File: src/hw/rtl/bprs_pkg.sv
package bprs_pkg;

  localparam int unsigned TICK_MS_DEF = 10;

  localparam int CFG_IDX_W  = 3;
  localparam int CFG_DATA_W = 16;

  typedef enum logic [CFG_IDX_W-1:0] {
    CFG_USB_ON    = 3'd0,
    CFG_USB_OFF   = 3'd1,
    CFG_BAT_CUT   = 3'd2,
    CFG_KEY_TICKS = 3'd3,
    CFG_RST_HOLD  = 3'd4,
    CFG_UPS_HOLD  = 3'd5
  } cfg_idx_e;

  typedef enum logic [3:0] {
    CMD_RESTART    = 4'd0,
    CMD_LED        = 4'd1,
    CMD_WDCTRL     = 4'd2,
    CMD_WDKICK     = 4'd3,
    CMD_CURMAX     = 4'd4,
    CMD_CHARGE     = 4'd5,
    CMD_MODE       = 4'd6,
    CMD_WAKE_ALARM = 4'd7,
    CMD_OFF        = 4'd8,
    CMD_KEYTIME    = 4'd9
  } cmd_e;

  localparam logic [15:0] USB_ON_RST      = 16'd4500;
  localparam logic [15:0] USB_OFF_RST     = 16'd4000;
  localparam logic [15:0] BAT_CUT_RST     = 16'd3100;
  localparam logic [12:0] KEY_TICKS_RST   = 13'd100;
  localparam logic [7:0]  RST_HOLD_RST    = 8'd20;
  localparam logic [7:0]  UPS_HOLD_RST    = 8'd50;

  localparam logic [15:0] REBOOT_KEEP     = 16'hA600;
  localparam logic [15:0] REBOOT_USER     = 16'hA601;
  localparam logic [15:0] REBOOT_BOOTLDR  = 16'hA602;
  localparam logic [15:0] WD_KICK_KEY     = 16'h0042;
  localparam logic [15:0] CUR_MAX_MA      = 16'd200;
  localparam logic [15:0] KEYTIME_MIN_MS  = 16'd1000;
  localparam logic [15:0] KEYTIME_MAX_MS  = 16'd60000;
  localparam logic [12:0] KEY_TICKS_MAX   = 13'h1FFF;
  localparam logic [7:0]  SPI_RESET_TICKS = 8'd200;
  localparam logic [7:0]  SPI_WAKE_TICKS  = 8'd100;
  localparam logic [7:0]  CHARGE_LIM_RST  = 8'd70;
  localparam logic [3:0]  FLASH_PERIOD    = 4'd10;

  typedef struct packed {
    logic [15:0] usb_on;
    logic [15:0] usb_off;
    logic [15:0] bat_cut;
    logic [12:0] key_def;
    logic [7:0]  rst_hold;
    logic [7:0]  ups_hold;
  } cfg_t;

  typedef struct packed {
    logic        key_left;
    logic        key_right;
    logic        cmd_valid;
    logic [3:0]  cmd;
    logic [15:0] parameter_req;
    logic [15:0] input_voltage_mv;
    logic [15:0] battery_voltage_mv;
    logic        charging_active;
  } item_t;

  typedef struct packed {
    logic        arm_reset;
    logic        boot_normal;
    logic        led_on;
    logic        spi_enabled;
    logic        power_down;
    logic        full_charge_pulse;
    logic        on_usb_power;
    logic [7:0]  current_limit_ma;
    logic [15:0] watchdog_reload_ms;
    logic [15:0] wakeup_alarm_s;
    logic        battery_stay_on;
    logic        led_flash_on_cmd;
  } result_t;

endpackage

File: src/hw/rtl/bprs_if.sv
interface bprs_in_if;
  logic        valid;
  logic        ready;
  logic        key_left;
  logic        key_right;
  logic        cmd_valid;
  logic [3:0]  cmd;
  logic [15:0] parameter_req;
  logic [15:0] input_voltage_mv;
  logic [15:0] battery_voltage_mv;
  logic        charging_active;

  modport source (
    output valid, key_left, key_right, cmd_valid, cmd, parameter_req,
           input_voltage_mv, battery_voltage_mv, charging_active,
    input  ready
  );
  modport sink (
    input  valid, key_left, key_right, cmd_valid, cmd, parameter_req,
           input_voltage_mv, battery_voltage_mv, charging_active,
    output ready
  );
endinterface

interface bprs_out_if;
  logic        valid;
  logic        ready;
  logic        arm_reset;
  logic        boot_normal;
  logic        led_on;
  logic        spi_enabled;
  logic        power_down;
  logic        full_charge_pulse;
  logic        on_usb_power;
  logic [7:0]  current_limit_ma;
  logic [15:0] watchdog_reload_ms;
  logic [15:0] wakeup_alarm_s;
  logic        battery_stay_on;
  logic        led_flash_on_cmd;

  modport source (
    output valid, arm_reset, boot_normal, led_on, spi_enabled, power_down,
           full_charge_pulse, on_usb_power, current_limit_ma,
           watchdog_reload_ms, wakeup_alarm_s, battery_stay_on,
           led_flash_on_cmd,
    input  ready
  );
  modport sink (
    input  valid, arm_reset, boot_normal, led_on, spi_enabled, power_down,
           full_charge_pulse, on_usb_power, current_limit_ma,
           watchdog_reload_ms, wakeup_alarm_s, battery_stay_on,
           led_flash_on_cmd,
    output ready
  );
endinterface

interface bprs_cfg_if;
  import bprs_pkg::*;
  logic                  valid;
  logic                  ready;
  logic [CFG_IDX_W-1:0]  index;
  logic [CFG_DATA_W-1:0] data;

  modport source (output valid, index, data, input ready);
  modport sink (input valid, index, data, output ready);
endinterface

File: src/hw/rtl/bprs_cfg.sv
module bprs_cfg (
  input  logic                            clk_i,
  input  logic                            rst_ni,
  input  logic                            wr_valid_i,
  input  logic [bprs_pkg::CFG_IDX_W-1:0]  wr_idx_i,
  input  logic [bprs_pkg::CFG_DATA_W-1:0] wr_data_i,
  output bprs_pkg::cfg_t                  cfg_o
);
  import bprs_pkg::*;

  cfg_t cfg_q, cfg_d;

  always_comb begin
    cfg_d = cfg_q;
    if (wr_valid_i) begin
      case (cfg_idx_e'(wr_idx_i))
        CFG_USB_ON:    cfg_d.usb_on   = wr_data_i;
        CFG_USB_OFF:   cfg_d.usb_off  = wr_data_i;
        CFG_BAT_CUT:   cfg_d.bat_cut  = wr_data_i;
        CFG_KEY_TICKS: cfg_d.key_def  = wr_data_i[12:0];
        CFG_RST_HOLD:  cfg_d.rst_hold = wr_data_i[7:0];
        CFG_UPS_HOLD:  cfg_d.ups_hold = wr_data_i[7:0];
        default: ;
      endcase
    end
  end

  always_ff @(posedge clk_i or negedge rst_ni) begin
    if (!rst_ni) begin
      cfg_q <= '{usb_on:   USB_ON_RST,
                 usb_off:  USB_OFF_RST,
                 bat_cut:  BAT_CUT_RST,
                 key_def:  KEY_TICKS_RST,
                 rst_hold: RST_HOLD_RST,
                 ups_hold: UPS_HOLD_RST};
    end else begin
      cfg_q <= cfg_d;
    end
  end

  assign cfg_o = cfg_q;

endmodule

File: src/hw/rtl/bprs_core.sv
module bprs_core #(
  parameter int unsigned TICK_MS = bprs_pkg::TICK_MS_DEF
) (
  input  logic              clk_i,
  input  logic              rst_ni,
  input  logic              step_i,
  input  bprs_pkg::item_t   item_i,
  input  bprs_pkg::cfg_t    cfg_i,
  output bprs_pkg::result_t res_o
);
  import bprs_pkg::*;

  // ms to ticks by reciprocal multiply, exact for any 16-bit argument
  localparam int unsigned KT_SHIFT = 16 + $clog2(TICK_MS);
  localparam logic [KT_SHIFT:0] KT_MULT =
    (KT_SHIFT+1)'(((64'd1 << KT_SHIFT) + 64'(TICK_MS) - 64'd1) / 64'(TICK_MS));
  localparam logic [15:0] TICK_STEP = 16'(TICK_MS);

  typedef struct packed {
    logic [15:0] left_cnt;
    logic [15:0] right_cnt;
    logic [7:0]  rst_cnt;
    logic        arm_normal;
    logic        boot_pin;
    logic        rst_line;
    logic        led;
    logic [3:0]  flash_phase;
    logic [2:0]  flashes;
    logic        flash_on_cmd;
    logic [7:0]  spi_cnt;
    logic [15:0] wd_reload;
    logic [15:0] wd_remain;
    logic [7:0]  charge_lim;
    logic        stay_on_bat;
    logic [15:0] alarm_s;
    logic        usb;
    logic [7:0]  ups_cnt;
    logic [12:0] key_ticks;
  } state_t;

  state_t st_q, st_d;

  logic [KT_SHIFT+16:0] kt_prod;
  logic [15:0]          kt_quot;
  logic [12:0]          kt_sat;
  logic                 pd_req;
  logic                 pd_pulse;
  logic                 chg_pulse;

  assign kt_prod = (KT_SHIFT+17)'(item_i.parameter_req) * (KT_SHIFT+17)'(KT_MULT);
  assign kt_quot = kt_prod[KT_SHIFT +: 16];
  assign kt_sat  = (kt_quot > {3'b000, KEY_TICKS_MAX}) ? KEY_TICKS_MAX : kt_quot[12:0];

  always_comb begin
    st_d      = st_q;
    pd_req    = 1'b0;
    pd_pulse  = 1'b0;
    chg_pulse = 1'b0;

    // left key
    if (item_i.key_left) begin
      if (st_d.left_cnt != 16'hFFFF) st_d.left_cnt = st_d.left_cnt + 16'd1;
      if (st_d.left_cnt == {3'b000, st_d.key_ticks}) begin
        if (!item_i.key_right) begin
          st_d.rst_cnt  = cfg_i.rst_hold;
          st_d.boot_pin = st_d.arm_normal;
          st_d.spi_cnt  = SPI_RESET_TICKS;
          st_d.rst_line = 1'b1;
        end else begin
          pd_req = 1'b1;
        end
      end
      if (st_d.left_cnt >= {3'b000, st_d.key_ticks}) st_d.flashes = 3'd1;
    end else begin
      st_d.left_cnt = '0;
      if (st_d.rst_cnt != 8'd0) begin
        st_d.rst_cnt = st_d.rst_cnt - 8'd1;
        if (st_d.rst_cnt == 8'd0) begin
          st_d.key_ticks = cfg_i.key_def;
          st_d.rst_line  = 1'b0;
          st_d.led       = 1'b0;
        end
      end
    end

    // right key alone
    if (item_i.key_right && !item_i.key_left) begin
      if (st_d.right_cnt != 16'hFFFF) st_d.right_cnt = st_d.right_cnt + 16'd1;
      if (st_d.right_cnt == {3'b000, st_d.key_ticks}) begin
        st_d.arm_normal = ~st_d.arm_normal;
        st_d.boot_pin   = st_d.arm_normal;
        st_d.flashes    = st_d.arm_normal ? 3'd2 : 3'd4;
      end
    end else begin
      st_d.right_cnt = '0;
    end

    if (st_d.spi_cnt != 8'd0) st_d.spi_cnt = st_d.spi_cnt - 8'd1;

    // host command
    if (st_d.spi_cnt == 8'd0 && item_i.cmd_valid) begin
      if (st_d.flash_on_cmd) st_d.flashes = 3'd2;
      case (cmd_e'(item_i.cmd))
        CMD_RESTART: begin
          if (item_i.parameter_req == REBOOT_KEEP || item_i.parameter_req == REBOOT_USER ||
              item_i.parameter_req == REBOOT_BOOTLDR) begin
            if (item_i.parameter_req == REBOOT_USER)    st_d.boot_pin = 1'b1;
            if (item_i.parameter_req == REBOOT_BOOTLDR) st_d.boot_pin = 1'b0;
            st_d.rst_line = 1'b1;
            st_d.rst_cnt  = cfg_i.rst_hold;
          end
        end
        CMD_LED:    st_d.flash_on_cmd = item_i.parameter_req[0];
        CMD_WDCTRL: begin
          st_d.wd_reload = item_i.parameter_req;
          st_d.wd_remain = item_i.parameter_req;
        end
        CMD_WDKICK: if (item_i.parameter_req == WD_KICK_KEY) st_d.wd_remain = st_d.wd_reload;
        CMD_CURMAX: if (item_i.parameter_req <= CUR_MAX_MA) begin
          st_d.charge_lim = item_i.parameter_req[7:0];
        end
        CMD_CHARGE: if (item_i.parameter_req == 16'd0) chg_pulse = 1'b1;
        CMD_MODE:   if (item_i.parameter_req < 16'd2) begin
          st_d.stay_on_bat = item_i.parameter_req[0];
        end
        CMD_WAKE_ALARM: st_d.alarm_s = item_i.parameter_req;
        CMD_OFF:    pd_req = 1'b1;
        CMD_KEYTIME: begin
          if (item_i.parameter_req >= KEYTIME_MIN_MS &&
              item_i.parameter_req <= KEYTIME_MAX_MS) begin
            st_d.key_ticks = kt_sat;
          end
        end
        default: ;
      endcase
    end

    // host watchdog
    if (st_d.wd_remain != 16'd0) begin
      if (st_d.wd_remain > TICK_STEP) begin
        st_d.wd_remain = st_d.wd_remain - TICK_STEP;
      end else begin
        st_d.wd_remain = '0;
        st_d.rst_line  = 1'b1;
        st_d.rst_cnt   = cfg_i.rst_hold;
      end
    end

    // LED flash sequence
    if (st_d.flashes != 3'd0) begin
      if (st_d.flash_phase == 4'd0) st_d.led = st_d.flashes[0] ^ item_i.charging_active;
      st_d.flash_phase = st_d.flash_phase + 4'd1;
      if (st_d.flash_phase >= FLASH_PERIOD) begin
        st_d.flashes     = st_d.flashes - 3'd1;
        st_d.flash_phase = '0;
      end
    end else begin
      st_d.led = item_i.charging_active;
    end

    // supply tracking with hysteresis
    if (item_i.input_voltage_mv >= cfg_i.usb_on) st_d.usb = 1'b1;
    if (item_i.input_voltage_mv <= cfg_i.usb_off) begin
      if (st_d.usb && !st_d.stay_on_bat) st_d.ups_cnt = cfg_i.ups_hold;
      st_d.usb = 1'b0;
      if (st_d.ups_cnt != 8'd0) begin
        st_d.ups_cnt = st_d.ups_cnt - 8'd1;
        if (st_d.ups_cnt == 8'd0) pd_req = 1'b1;
      end
    end
    if (!st_d.usb && item_i.battery_voltage_mv != 16'd0 &&
        item_i.battery_voltage_mv <= cfg_i.bat_cut) begin
      pd_req = 1'b1;
    end

    if (pd_req && !st_d.usb) begin
      pd_pulse       = 1'b1;
      st_d.key_ticks = cfg_i.key_def;
      st_d.spi_cnt   = SPI_WAKE_TICKS;
    end
  end

  always_comb begin
    res_o.arm_reset          = st_d.rst_line;
    res_o.boot_normal        = st_d.boot_pin;
    res_o.led_on             = st_d.led;
    res_o.spi_enabled        = (st_d.spi_cnt == 8'd0);
    res_o.power_down         = pd_pulse;
    res_o.full_charge_pulse  = chg_pulse;
    res_o.on_usb_power       = st_d.usb;
    res_o.current_limit_ma   = st_d.charge_lim;
    res_o.watchdog_reload_ms = st_d.wd_reload;
    res_o.wakeup_alarm_s     = st_d.alarm_s;
    res_o.battery_stay_on    = st_d.stay_on_bat;
    res_o.led_flash_on_cmd   = st_d.flash_on_cmd;
  end

  always_ff @(posedge clk_i or negedge rst_ni) begin
    if (!rst_ni) begin
      st_q <= '{arm_normal:   1'b1,
                boot_pin:     1'b1,
                flash_on_cmd: 1'b1,
                charge_lim:   CHARGE_LIM_RST,
                usb:          1'b1,
                key_ticks:    KEY_TICKS_RST,
                default:      '0};
    end else if (step_i) begin
      st_q <= st_d;
    end
  end

endmodule

File: src/hw/rtl/board_power_reset_supervisor_top.sv
// An accepted item passes through the input reg and then the result reg before its result shows valid.
// Throughput: one item per cycle while results are taken; the state update sets the pace.
// The input stalls only when the result reg holds an item not taken and the input reg is full.
// Reset (rst_ni low, async) clears all supervisor state and the config registers to
// their documented defaults; no clearing pass is needed.
module board_power_reset_supervisor_top #(
  parameter int unsigned TICK_MS = bprs_pkg::TICK_MS_DEF
) (
  input  logic       clk_i,
  input  logic       rst_ni,
  bprs_in_if.sink    in_i,
  bprs_out_if.source out_o,
  bprs_cfg_if.sink   cfg_i
);
  import bprs_pkg::*;

  item_t   item_q;
  result_t res_d, res_q;
  cfg_t    cfg;
  logic    in_vld_q;
  logic    out_vld_q;
  logic    advance;
  logic    in_ready;

  assign advance  = in_vld_q && (!out_vld_q || out_o.ready);
  assign in_ready = !in_vld_q || advance;

  assign in_i.ready  = in_ready;
  assign cfg_i.ready = 1'b1;

  bprs_cfg u_cfg (
    .clk_i      (clk_i),
    .rst_ni     (rst_ni),
    .wr_valid_i (cfg_i.valid),
    .wr_idx_i   (cfg_i.index),
    .wr_data_i  (cfg_i.data),
    .cfg_o      (cfg)
  );

  bprs_core #(
    .TICK_MS (TICK_MS)
  ) u_core (
    .clk_i  (clk_i),
    .rst_ni (rst_ni),
    .step_i (advance),
    .item_i (item_q),
    .cfg_i  (cfg),
    .res_o  (res_d)
  );

  always_ff @(posedge clk_i or negedge rst_ni) begin
    if (!rst_ni) begin
      in_vld_q <= 1'b0;
    end else if (in_ready) begin
      in_vld_q <= in_i.valid;
    end
  end

  always_ff @(posedge clk_i) begin
    if (in_ready && in_i.valid) begin
      item_q.key_left           <= in_i.key_left;
      item_q.key_right          <= in_i.key_right;
      item_q.cmd_valid          <= in_i.cmd_valid;
      item_q.cmd                <= in_i.cmd;
      item_q.parameter_req      <= in_i.parameter_req;
      item_q.input_voltage_mv   <= in_i.input_voltage_mv;
      item_q.battery_voltage_mv <= in_i.battery_voltage_mv;
      item_q.charging_active    <= in_i.charging_active;
    end
  end

  always_ff @(posedge clk_i or negedge rst_ni) begin
    if (!rst_ni) begin
      out_vld_q <= 1'b0;
    end else if (advance) begin
      out_vld_q <= 1'b1;
    end else if (out_o.ready) begin
      out_vld_q <= 1'b0;
    end
  end

  always_ff @(posedge clk_i) begin
    if (advance) begin
      res_q <= res_d;
    end
  end

  assign out_o.valid              = out_vld_q;
  assign out_o.arm_reset          = res_q.arm_reset;
  assign out_o.boot_normal        = res_q.boot_normal;
  assign out_o.led_on             = res_q.led_on;
  assign out_o.spi_enabled        = res_q.spi_enabled;
  assign out_o.power_down         = res_q.power_down;
  assign out_o.full_charge_pulse  = res_q.full_charge_pulse;
  assign out_o.on_usb_power       = res_q.on_usb_power;
  assign out_o.current_limit_ma   = res_q.current_limit_ma;
  assign out_o.watchdog_reload_ms = res_q.watchdog_reload_ms;
  assign out_o.wakeup_alarm_s     = res_q.wakeup_alarm_s;
  assign out_o.battery_stay_on    = res_q.battery_stay_on;
  assign out_o.led_flash_on_cmd   = res_q.led_flash_on_cmd;

endmodule

File: src/flat_wrapper.sv
// flat-port wrapper written by rule: the top's interface ports become plain ports
module board_power_reset_supervisor_top_flat import bprs_pkg::*;
#(
  parameter int unsigned TICK_MS = bprs_pkg::TICK_MS_DEF
)
  (clk_i, rst_ni, in_i_valid, in_i_key_left, in_i_key_right, in_i_cmd_valid, in_i_cmd, in_i_parameter_req, in_i_input_voltage_mv, in_i_battery_voltage_mv, in_i_charging_active, in_i_ready, out_o_valid, out_o_arm_reset, out_o_boot_normal, out_o_led_on, out_o_spi_enabled, out_o_power_down, out_o_full_charge_pulse, out_o_on_usb_power, out_o_current_limit_ma, out_o_watchdog_reload_ms, out_o_wakeup_alarm_s, out_o_battery_stay_on, out_o_led_flash_on_cmd, out_o_ready, cfg_i_valid, cfg_i_index, cfg_i_data, cfg_i_ready);
  bprs_in_if in_i_i ();
  bprs_out_if out_o_i ();
  bprs_cfg_if cfg_i_i ();
  input  logic clk_i;
  input  logic rst_ni;
  input wire logic [$bits(in_i_i.valid)-1:0] in_i_valid;
  input wire logic [$bits(in_i_i.key_left)-1:0] in_i_key_left;
  input wire logic [$bits(in_i_i.key_right)-1:0] in_i_key_right;
  input wire logic [$bits(in_i_i.cmd_valid)-1:0] in_i_cmd_valid;
  input wire logic [$bits(in_i_i.cmd)-1:0] in_i_cmd;
  input wire logic [$bits(in_i_i.parameter_req)-1:0] in_i_parameter_req;
  input wire logic [$bits(in_i_i.input_voltage_mv)-1:0] in_i_input_voltage_mv;
  input wire logic [$bits(in_i_i.battery_voltage_mv)-1:0] in_i_battery_voltage_mv;
  input wire logic [$bits(in_i_i.charging_active)-1:0] in_i_charging_active;
  output wire logic [$bits(in_i_i.ready)-1:0] in_i_ready;
  output wire logic [$bits(out_o_i.valid)-1:0] out_o_valid;
  output wire logic [$bits(out_o_i.arm_reset)-1:0] out_o_arm_reset;
  output wire logic [$bits(out_o_i.boot_normal)-1:0] out_o_boot_normal;
  output wire logic [$bits(out_o_i.led_on)-1:0] out_o_led_on;
  output wire logic [$bits(out_o_i.spi_enabled)-1:0] out_o_spi_enabled;
  output wire logic [$bits(out_o_i.power_down)-1:0] out_o_power_down;
  output wire logic [$bits(out_o_i.full_charge_pulse)-1:0] out_o_full_charge_pulse;
  output wire logic [$bits(out_o_i.on_usb_power)-1:0] out_o_on_usb_power;
  output wire logic [$bits(out_o_i.current_limit_ma)-1:0] out_o_current_limit_ma;
  output wire logic [$bits(out_o_i.watchdog_reload_ms)-1:0] out_o_watchdog_reload_ms;
  output wire logic [$bits(out_o_i.wakeup_alarm_s)-1:0] out_o_wakeup_alarm_s;
  output wire logic [$bits(out_o_i.battery_stay_on)-1:0] out_o_battery_stay_on;
  output wire logic [$bits(out_o_i.led_flash_on_cmd)-1:0] out_o_led_flash_on_cmd;
  input wire logic [$bits(out_o_i.ready)-1:0] out_o_ready;
  input wire logic [$bits(cfg_i_i.valid)-1:0] cfg_i_valid;
  input wire logic [$bits(cfg_i_i.index)-1:0] cfg_i_index;
  input wire logic [$bits(cfg_i_i.data)-1:0] cfg_i_data;
  output wire logic [$bits(cfg_i_i.ready)-1:0] cfg_i_ready;
  assign in_i_i.valid = in_i_valid;
  assign in_i_i.key_left = in_i_key_left;
  assign in_i_i.key_right = in_i_key_right;
  assign in_i_i.cmd_valid = in_i_cmd_valid;
  assign in_i_i.cmd = in_i_cmd;
  assign in_i_i.parameter_req = in_i_parameter_req;
  assign in_i_i.input_voltage_mv = in_i_input_voltage_mv;
  assign in_i_i.battery_voltage_mv = in_i_battery_voltage_mv;
  assign in_i_i.charging_active = in_i_charging_active;
  assign in_i_ready = in_i_i.ready;
  assign out_o_valid = out_o_i.valid;
  assign out_o_arm_reset = out_o_i.arm_reset;
  assign out_o_boot_normal = out_o_i.boot_normal;
  assign out_o_led_on = out_o_i.led_on;
  assign out_o_spi_enabled = out_o_i.spi_enabled;
  assign out_o_power_down = out_o_i.power_down;
  assign out_o_full_charge_pulse = out_o_i.full_charge_pulse;
  assign out_o_on_usb_power = out_o_i.on_usb_power;
  assign out_o_current_limit_ma = out_o_i.current_limit_ma;
  assign out_o_watchdog_reload_ms = out_o_i.watchdog_reload_ms;
  assign out_o_wakeup_alarm_s = out_o_i.wakeup_alarm_s;
  assign out_o_battery_stay_on = out_o_i.battery_stay_on;
  assign out_o_led_flash_on_cmd = out_o_i.led_flash_on_cmd;
  assign out_o_i.ready = out_o_ready;
  assign cfg_i_i.valid = cfg_i_valid;
  assign cfg_i_i.index = cfg_i_index;
  assign cfg_i_i.data = cfg_i_data;
  assign cfg_i_ready = cfg_i_i.ready;
  board_power_reset_supervisor_top #(.TICK_MS(TICK_MS)) u_core (.clk_i(clk_i), .rst_ni(rst_ni), .in_i(in_i_i), .out_o(out_o_i), .cfg_i(cfg_i_i));
endmodule
File: config.mk
export PLATFORM = sky130hd
export DESIGN_NAME = board_power_reset_supervisor_top_flat
export DESIGN_NICKNAME = d
export VERILOG_FILES = /design/src/hw/rtl/bprs_pkg.sv /design/src/hw/rtl/bprs_if.sv /design/src/hw/rtl/bprs_cfg.sv /design/src/hw/rtl/bprs_core.sv /design/src/hw/rtl/board_power_reset_supervisor_top.sv /design/src/flat_wrapper.sv
export SDC_FILE = /design/constraint.sdc
export NUM_CORES = 1
export LEC_CHECK = 0
export BUFFER_PORTS_ARGS = -buffer_cell sky130_fd_sc_hd__buf_4
export CORE_MARGIN = 3
export CORE_UTILIZATION = 50
export CTS_CLUSTER_SIZE = 16
export DETAILED_ROUTE_END_ITERATION = 16
export GPL_TIMING_DRIVEN = 0
export PLACE_DENSITY = 0.77
export SLEW_MARGIN = 20
export SYNTH_ARGS = -nofsm -noshare
export SYNTH_HDL_FRONTEND = slang
export SYNTH_HIERARCHICAL = 1
export SYNTH_SLANG_ARGS = --single-unit
File: constraint.sdc
create_clock -name clk_i -period 13.45 [get_ports clk_i]
set_input_delay 2.69 -clock clk_i [delete_from_list [all_inputs] [get_ports clk_i]]
set_output_delay 2.69 -clock clk_i [all_outputs]
set_load 0.05 [all_outputs]
### Word-level counts from Yosys, hierarchy flattened

Cells that the tools add are included.

| word-level totals | value |
|---|---|
| output and inout bits | 52 |
| register bits | 323 |

| operators by class | value |
|---|---|
| eq/ne operators | 22 |
| add/sub/neg operators | 8 |
| order comparisons | 11 |
| multipliers | 1 |
| bitwise logic cells | 2 |
| reductions and logical operators | 43 |
| multiplexer cells | 85 |

Operator list:

| kind | number |
|---|---|
| 2-to-1 mux 16 bit | 11 |
| 2-to-1 mux 8 bit | 19 |
| 2-to-1 mux 13 bit | 8 |
| 2-to-1 mux 57 bit | 1 |
| equality test 16 bit, second input constant | 3 |
| adder 16 x 1 -> 16 bit, second input constant | 2 |
| equality test 16 x 13 -> 1 bit | 2 |
| <= comparator 16 bit | 2 |
| zero test 8 bit | 4 |
| multiplier 16 x 16 -> 32 bit, second input constant | 1 |
| != test 16 bit, second input constant | 2 |
| case mux 16 bit (2 select lines) | 1 |
| nonzero test 16 bit | 2 |
| 2-to-1 mux 1 bit | 28 |
| nonzero test 8 bit | 3 |
| subtractor 8 x 1 -> 8 bit, second input constant | 3 |
| 2-to-1 mux 3 bit | 7 |
| AND reduction 2 bit | 9 |
| equality test 16 x 7 -> 1 bit, second input constant | 1 |
| equality test 4 x 3 -> 1 bit, second input constant | 4 |
| >= comparator 16 x 10 -> 1 bit, second input constant | 1 |
| >= comparator 16 x 13 -> 1 bit | 1 |
| >= comparator 16 bit | 1 |
| greater-than comparator 16 x 4 -> 1 bit, second input constant | 1 |
| other kinds (29) | 55 |

### Logic depth before layout (Yosys ltp)

| logic depth | value |
|---|---|
| word-level depth | 25 |
| mapped depth | 41 |
| mapped depth without buffers | 37 |

### By module

The synthesis kept the hierarchy.

By module, submodules not included:

| module | cells an instance | area each (sq um) | seq. area each (sq um) | times used |
|---|---|---|---|---|
| bprs_core | 2,022 | 17,236.5 | 3,490.8 | 1 |
| board_power_reset_supervisor_top | 115 | 3,268.1 | 3,203.1 | 1 |
| bprs_cfg | 167 | 3,041.7 | 1,956.9 | 1 |

### Worst setup path after synthesis

OpenSTA, ideal clock, no wires.

| timing path | value |
|---|---|
| kind | register to register |
| start point | register u_core/u_core/st_q[126] (netlist name) |
| end point | register u_core/u_core/st_q[9] (netlist name) |
| library setup time | 0.126 ns |
| setup slack | 5.027 ns |
| arrival | 8.297 ns |
| cell stages (with the launch flop) | 41 |
| period minus slack after synthesis | 8.423 ns |
| path through | dfrtp_1 > buf_2 > nand3_2 > nor3_1 > nand4_2 > nand2_1 > nor2_1 > and3_1 > and3_1 > xor2_1 > ha_1 > and3_1 > and4_1 > buf_1 > nand2_1 > nor3_1 > nand2_1 > nand2_1 > [5 not listed] > nand4_2 > or4b_1 > mux2i_1 > nand2b_1 > clkbuf_1 > mux2i_1 > ha_1 > inv_1 > nor4_1 > a31oi_1 > o32a_1 > a21oi_1 > nand4_1 > or3_1 > a21oi_2 > nor2_4 > buf_6 > o311a_1 |

| between the ends | value |
|---|---|
| cells in the longest elaborated chain, start to end | 23 |
| elaborated cells on any way between the ends | 31 |

Ends and longest elaborated chain:

| element | line | text |
|---|---|---|
| from (decl) | bprs_core.sv:41 | `state_t st_q, st_d;` |
| from (signal assigned) | bprs_core.sv:200 | `st_q <= '{arm_normal: 1'b1,` |
| from (signal assigned) | bprs_core.sv:208 | `st_q <= st_d;` |
| adder 16 x 1 -> 16 bit or != test 16 bit (tied branches) | bprs_core.sv:62 | `if (st_d.left_cnt != 16'hFFFF) st_d.left_cnt = st_d.left_cnt + 16'd1;` |
| 2-to-1 mux 16 bit * | bprs_core.sv:62 |  |
| 2-to-1 mux 16 bit * | bprs_core.sv:61 | `if (item_i.key_left) begin` |
| equality test 16 x 13 -> 1 bit * | bprs_core.sv:63 | `if (st_d.left_cnt == {3'b000, st_d.key_ticks}) begin` |
| 2-to-1 mux 8 bit | bprs_core.sv:63 |  |
| 2-to-1 mux 8 bit | bprs_core.sv:61 |  |
| subtractor 8 x 1 -> 8 bit or nonzero test 8 bit (tied branches) | bprs_core.sv:98 | `if (st_d.spi_cnt != 8'd0) st_d.spi_cnt = st_d.spi_cnt - 8'd1;` |
| 2-to-1 mux 8 bit | bprs_core.sv:98 |  |
| [7 not listed] | n/a |  |
| subtractor 8 x 1 -> 8 bit | bprs_core.sv:167 | `st_d.ups_cnt = st_d.ups_cnt - 8'd1;` |
| zero test 8 bit | bprs_core.sv:168 | `if (st_d.ups_cnt == 8'd0) pd_req = 1'b1;` |
| 2-to-1 mux 1 bit | bprs_core.sv:168 |  |
| 2-to-1 mux 1 bit | bprs_core.sv:166 | `if (st_d.ups_cnt != 8'd0) begin` |
| 2-to-1 mux 1 bit | bprs_core.sv:163 | `if (item_i.input_voltage_mv <= cfg_i.usb_off) begin` |
| 2-to-1 mux 1 bit | bprs_core.sv:171 | `if (!st_d.usb && item_i.battery_voltage_mv != 16'd0 &&` |
| logical AND 1 bit | bprs_core.sv:176 | `if (pd_req && !st_d.usb) begin` |
| 2-to-1 mux 13 bit * | bprs_core.sv:176 |  |

Every way passes the cells marked *; elsewhere a longest branch is shown, timed or not. The select of a mux whose other input is x is not followed.
A chain may end at the register's enable or synchronous reset.

### Worst setup path in the final report

| timing path | value |
|---|---|
| start point | register u_core/u_core/st_q[126] (netlist name) |
| end point | register u_core/u_core/st_q[12] (netlist name) |

The elaborated chain is that of the path after synthesis.

==> impl_metrics.csv <==
group,metric,value,unit
clocking,cts_buffers,37,
power_and_ir_drop,p_per_area,182,nW/um^2
worst_hold_path,min_path_cells,2,
finish,fin_nets,2872,
power_and_ir_drop,seqPwrFrac,0.294,
clocking,htreeDepth,2,
finish,seq_area,8650,sq um
die,die-area,49700,sq um
setup_path,r2r_start,"u_core/u_core/st_q[126]$_DFFE_PN0P_",
routing,num_vias,18299,
worst_hold_path,hold_class,"reg2reg",
timing,holdWs,0.484,ns
global_routing,grt.total_usage,0.255,
clocking,clkTransAtPathRegs,0.06,ns
routing,antenna_left,0,
clocking,cts_root_buf,"clkbuf_16",
finish,drive_above_1_share,0.191,
synthesis,syn_nets,2701,
setup_path,r2r_end,"u_core/u_core/st_q[12]$_DFFE_PN0P_",
timing,fin_crit_sh,0.780,
worst_hold_path,hold_end,"u_core/u_core/st_q[56]$_DFFE_PN0P_",
power_and_ir_drop,internal-power,2920,uW
timing,setup_tns,0,ns
finish,multi_input_area,13300,sq um
timing,report.final.setup_viol,0,
routing,vias_per_cell,5.90,
synthesis,postSynthCellCount,2304,
power_and_ir_drop,vdd_drop_max,144,uV
synthesis,synth_edf_count,105,
clocking,clockBufferDepth,3,
placement,gp_congestion,0.954,
finish,diodes,0,
synthesis,synthArstFlopShare,0.675,
power_and_ir_drop,pwr-share-clk,0.223,
global_routing,grt_first_pass_wirelength,101000,um
setup_path,r2r_setup_slack,2.96,ns
clocking,postCtsSetupRepairBufs,0,
placement,dp_hpwl,48400,um
power_and_ir_drop,p_leak,0.0119,uW
finish,syn_to_final_growth,13.2,%
power_and_ir_drop,swShare,0.398,
timing,report.final.slew_viol_count,0,
synthesis,netlist_area,23500,sq um
die,die_h,223,um
die,io_pins,132,
die,core,46000,sq um
synthesis,ys_warn_count,6,
timing,period_needed,10.49,ns
synthesis,synth_area_per_cell,10.2,sq um
setup_path,slowest_stage,"nor3_2",
timing,rsz0062_at_grt,"false",
timing,fmax,95.3,MHz
setup_path,crit_fanout,10,
clocking,ctsResizeCount,0,
global_routing,grt_pass1_vias,18520,
placement,port_buffers,130,
die,initial_core_util,0.512,
setup_path,cpPeakStageDelay,0.63,ns
die,die_w,223,um
routing,wl_per_cell,20.6,um
flow_run,drv_cap,0,
power_and_ir_drop,switchingPower,1930,uW
clocking,hold_buffers,0,
global_routing,antenna_found_initial,0,
timing,finalHoldViolations,0,
timing,worst-slew-pin-transition,1.17,ns
finish,final_common_cell,"ha_1",
timing,clock-skew-final,0.0302,ns
setup_path,crit_required,13.84,ns
setup_path,crit_path_end_kind,"flip-flop",
status,status,"finished, final reports clean",
finish,fin_util,0.580,
worst_hold_path,min_from,"u_core/u_core/st_q[56]$_DFFE_PN0P_",
die,rows,78,
routing,drcViolationCount,0,
finish,layout_common_cells,"ha_1 (236), inv_1 (231), dfrtp_1 (184), buf_4 (180), nor2_1 (180)",
synthesis,seq_area_frac_synth,0.367,
clocking,clock_sinks,323,
setup_path,critPathKind,"reg2reg",
routing,dr.pass1.iters,8,
global_routing,grt_max_degree,82,
setup_path,cpMostUsedCell,"nand2_1",
clocking,cts_tree,"done",
finish,n_fill_cell,3824,
setup_path,reg2reg_depth,40,
routing,wl,63800,um
routing,drt_iter0_markers,1521,
power_and_ir_drop,comb_power_share,0.483,
synthesis,synthDistinctLibCells,104,
synthesis,synth_flop_cell,"dfrtp_1",
global_routing,grt.overflow.total,0,
setup_path,worstPathArrival,10.88,ns
synthesis,synth_seq_cells,323,
timing,max-slew-margin-rel,0.211,
clocking,clk_latency,0.57,ns
setup_path,worst_setup_path_start_kind,"flip-flop",
-- sequential cells by signal, summed over array words and instances, names as in the netlist --
signal                           count
u_core/out_o.valid                   1
u_core/u_cfg/cfg_o                  77
u_core/out_o.watchdog_reload_ms     16
u_core/item_q                       56
u_core/out_o.full_charge_pulse       1
u_core/out_o.current_limit_ma        8
u_core/out_o.led_on                  1
u_core/out_o.wakeup_alarm_s         16
u_core/u_core/st_q                 139
u_core/out_o.led_flash_on_cmd        1
u_core/out_o.boot_normal             1
u_core/out_o.on_usb_power            1
u_core/out_o.spi_enabled             1
u_core/out_o.power_down              1
u_core/out_o.arm_reset               1
u_core/out_o.battery_stay_on         1
u_core/in_vld_q                      1
-- critical path, delay by kind of cell, from the launching register on --
kind | cells | cell delay, ns
AOI/OAI and AO/OA | 6 | 1.02
adders and majority gates | 3 | 0.72
muxes | 2 | 0.87
and+or+nand+nor | 21 | 5.66
DFF | 1 | 0.32
xor gates and xnor gates | 2 | 0.27
buffers and inverters | 6 | 1.45
-- logic make-up after synthesis --
| logic type | count (synthesis) | synth area share |
|---|---|---|
| compound gates | 421 | 0.121 |
| flops | 323 | 0.367 |
| other cells | 1 | 0.000159 |
| mux | 166 | 0.0802 |
| buf+inv | 362 | 0.0696 |
| fa+ha+maj | 317 | 0.194 |
| xor+xnor | 63 | 0.0234 |
| simple gates | 651 | 0.144 |
-- through the flow --
step	area, sq um	cells	setup WS (ns)	power [uW]
5_1_grt	26700	3104	2.19	5210
3_5_place_dp	25300	3036	2.70	3750
3_3_place_gp	25300	3034	2.86	3650
2_1_floorplan	23500	2304	5.03	3130
4_1_cts	26700	3104	2.63	4860
6_report	26700	3104	2.96	4860
-- power by group through the flow --
stage / clock network [uW] / registers, uW / logic, uW
floorplan: 0 / 1450 / 1690
global placement: 0 / 1430 / 2230
detailed placement: 0 / 1440 / 2310
CTS: 1110 / 1420 / 2330
global route: 1150 / 1450 / 2610
finish: 1080 / 1430 / 2350
-- worst max path at each step --
stage | from | to | slack, ns
2_1_floorplan | u_core/u_core/st_q[126]$_DFFE_PN0P_ | u_core/u_core/st_q[9]$_DFFE_PN0P_ | 5.03
3_3_place_gp | u_core/u_core/st_q[126]$_DFFE_PN0P_ | u_core/u_core/st_q[12]$_DFFE_PN0P_ | 2.86
3_5_place_dp | u_core/u_core/st_q[126]$_DFFE_PN0P_ | u_core/u_core/st_q[12]$_DFFE_PN0P_ | 2.70
4_1_cts | u_core/u_core/st_q[126]$_DFFE_PN0P_ | u_core/u_core/st_q[12]$_DFFE_PN0P_ | 2.63
5_1_grt | u_core/u_core/st_q[126]$_DFFE_PN0P_ | u_core/u_core/st_q[12]$_DFFE_PN0P_ | 2.19
6_report | u_core/u_core/st_q[126]$_DFFE_PN0P_ | u_core/u_core/st_q[12]$_DFFE_PN0P_ | 2.96
-- area by class of cell --
class,count,share of cell area
clock inverters,20,0.00943
plain buffers,129,0.0286
inverters,233,0.0328
well taps,600,0.0282
multi-input cells,1619,0.498
repair buffers,132,0.0390
clock buffers,48,0.0398
flip-flops and latches,323,0.324
-- Yosys cell counts (57+ instances only) --
cell | number | area [sq um]
o21ai_0 | 99 | 495
ha_1 | 236 | 2950
a21oi_1 | 78 | 390
nand2_1 | 152 | 571
fa_1 | 81 | 1620
nor3_1 | 57 | 285
nor2_1 | 180 | 676
mux2_2 | 101 | 1140
inv_1 | 231 | 867
dfrtp_1 | 184 | 4600
edfxtp_1 | 105 | 3150
-- metal layers --
metal  GRT usage  up-vias  wire length (um)
met2       0.420      743             29900
met1       0.336     8911             26700
li1            -     8487                 -
met3      0.0355      158              4310
met5           0        -                 0
met4       0.112        0              2940
Note: power is estimated with default switching activity, not from simulation.
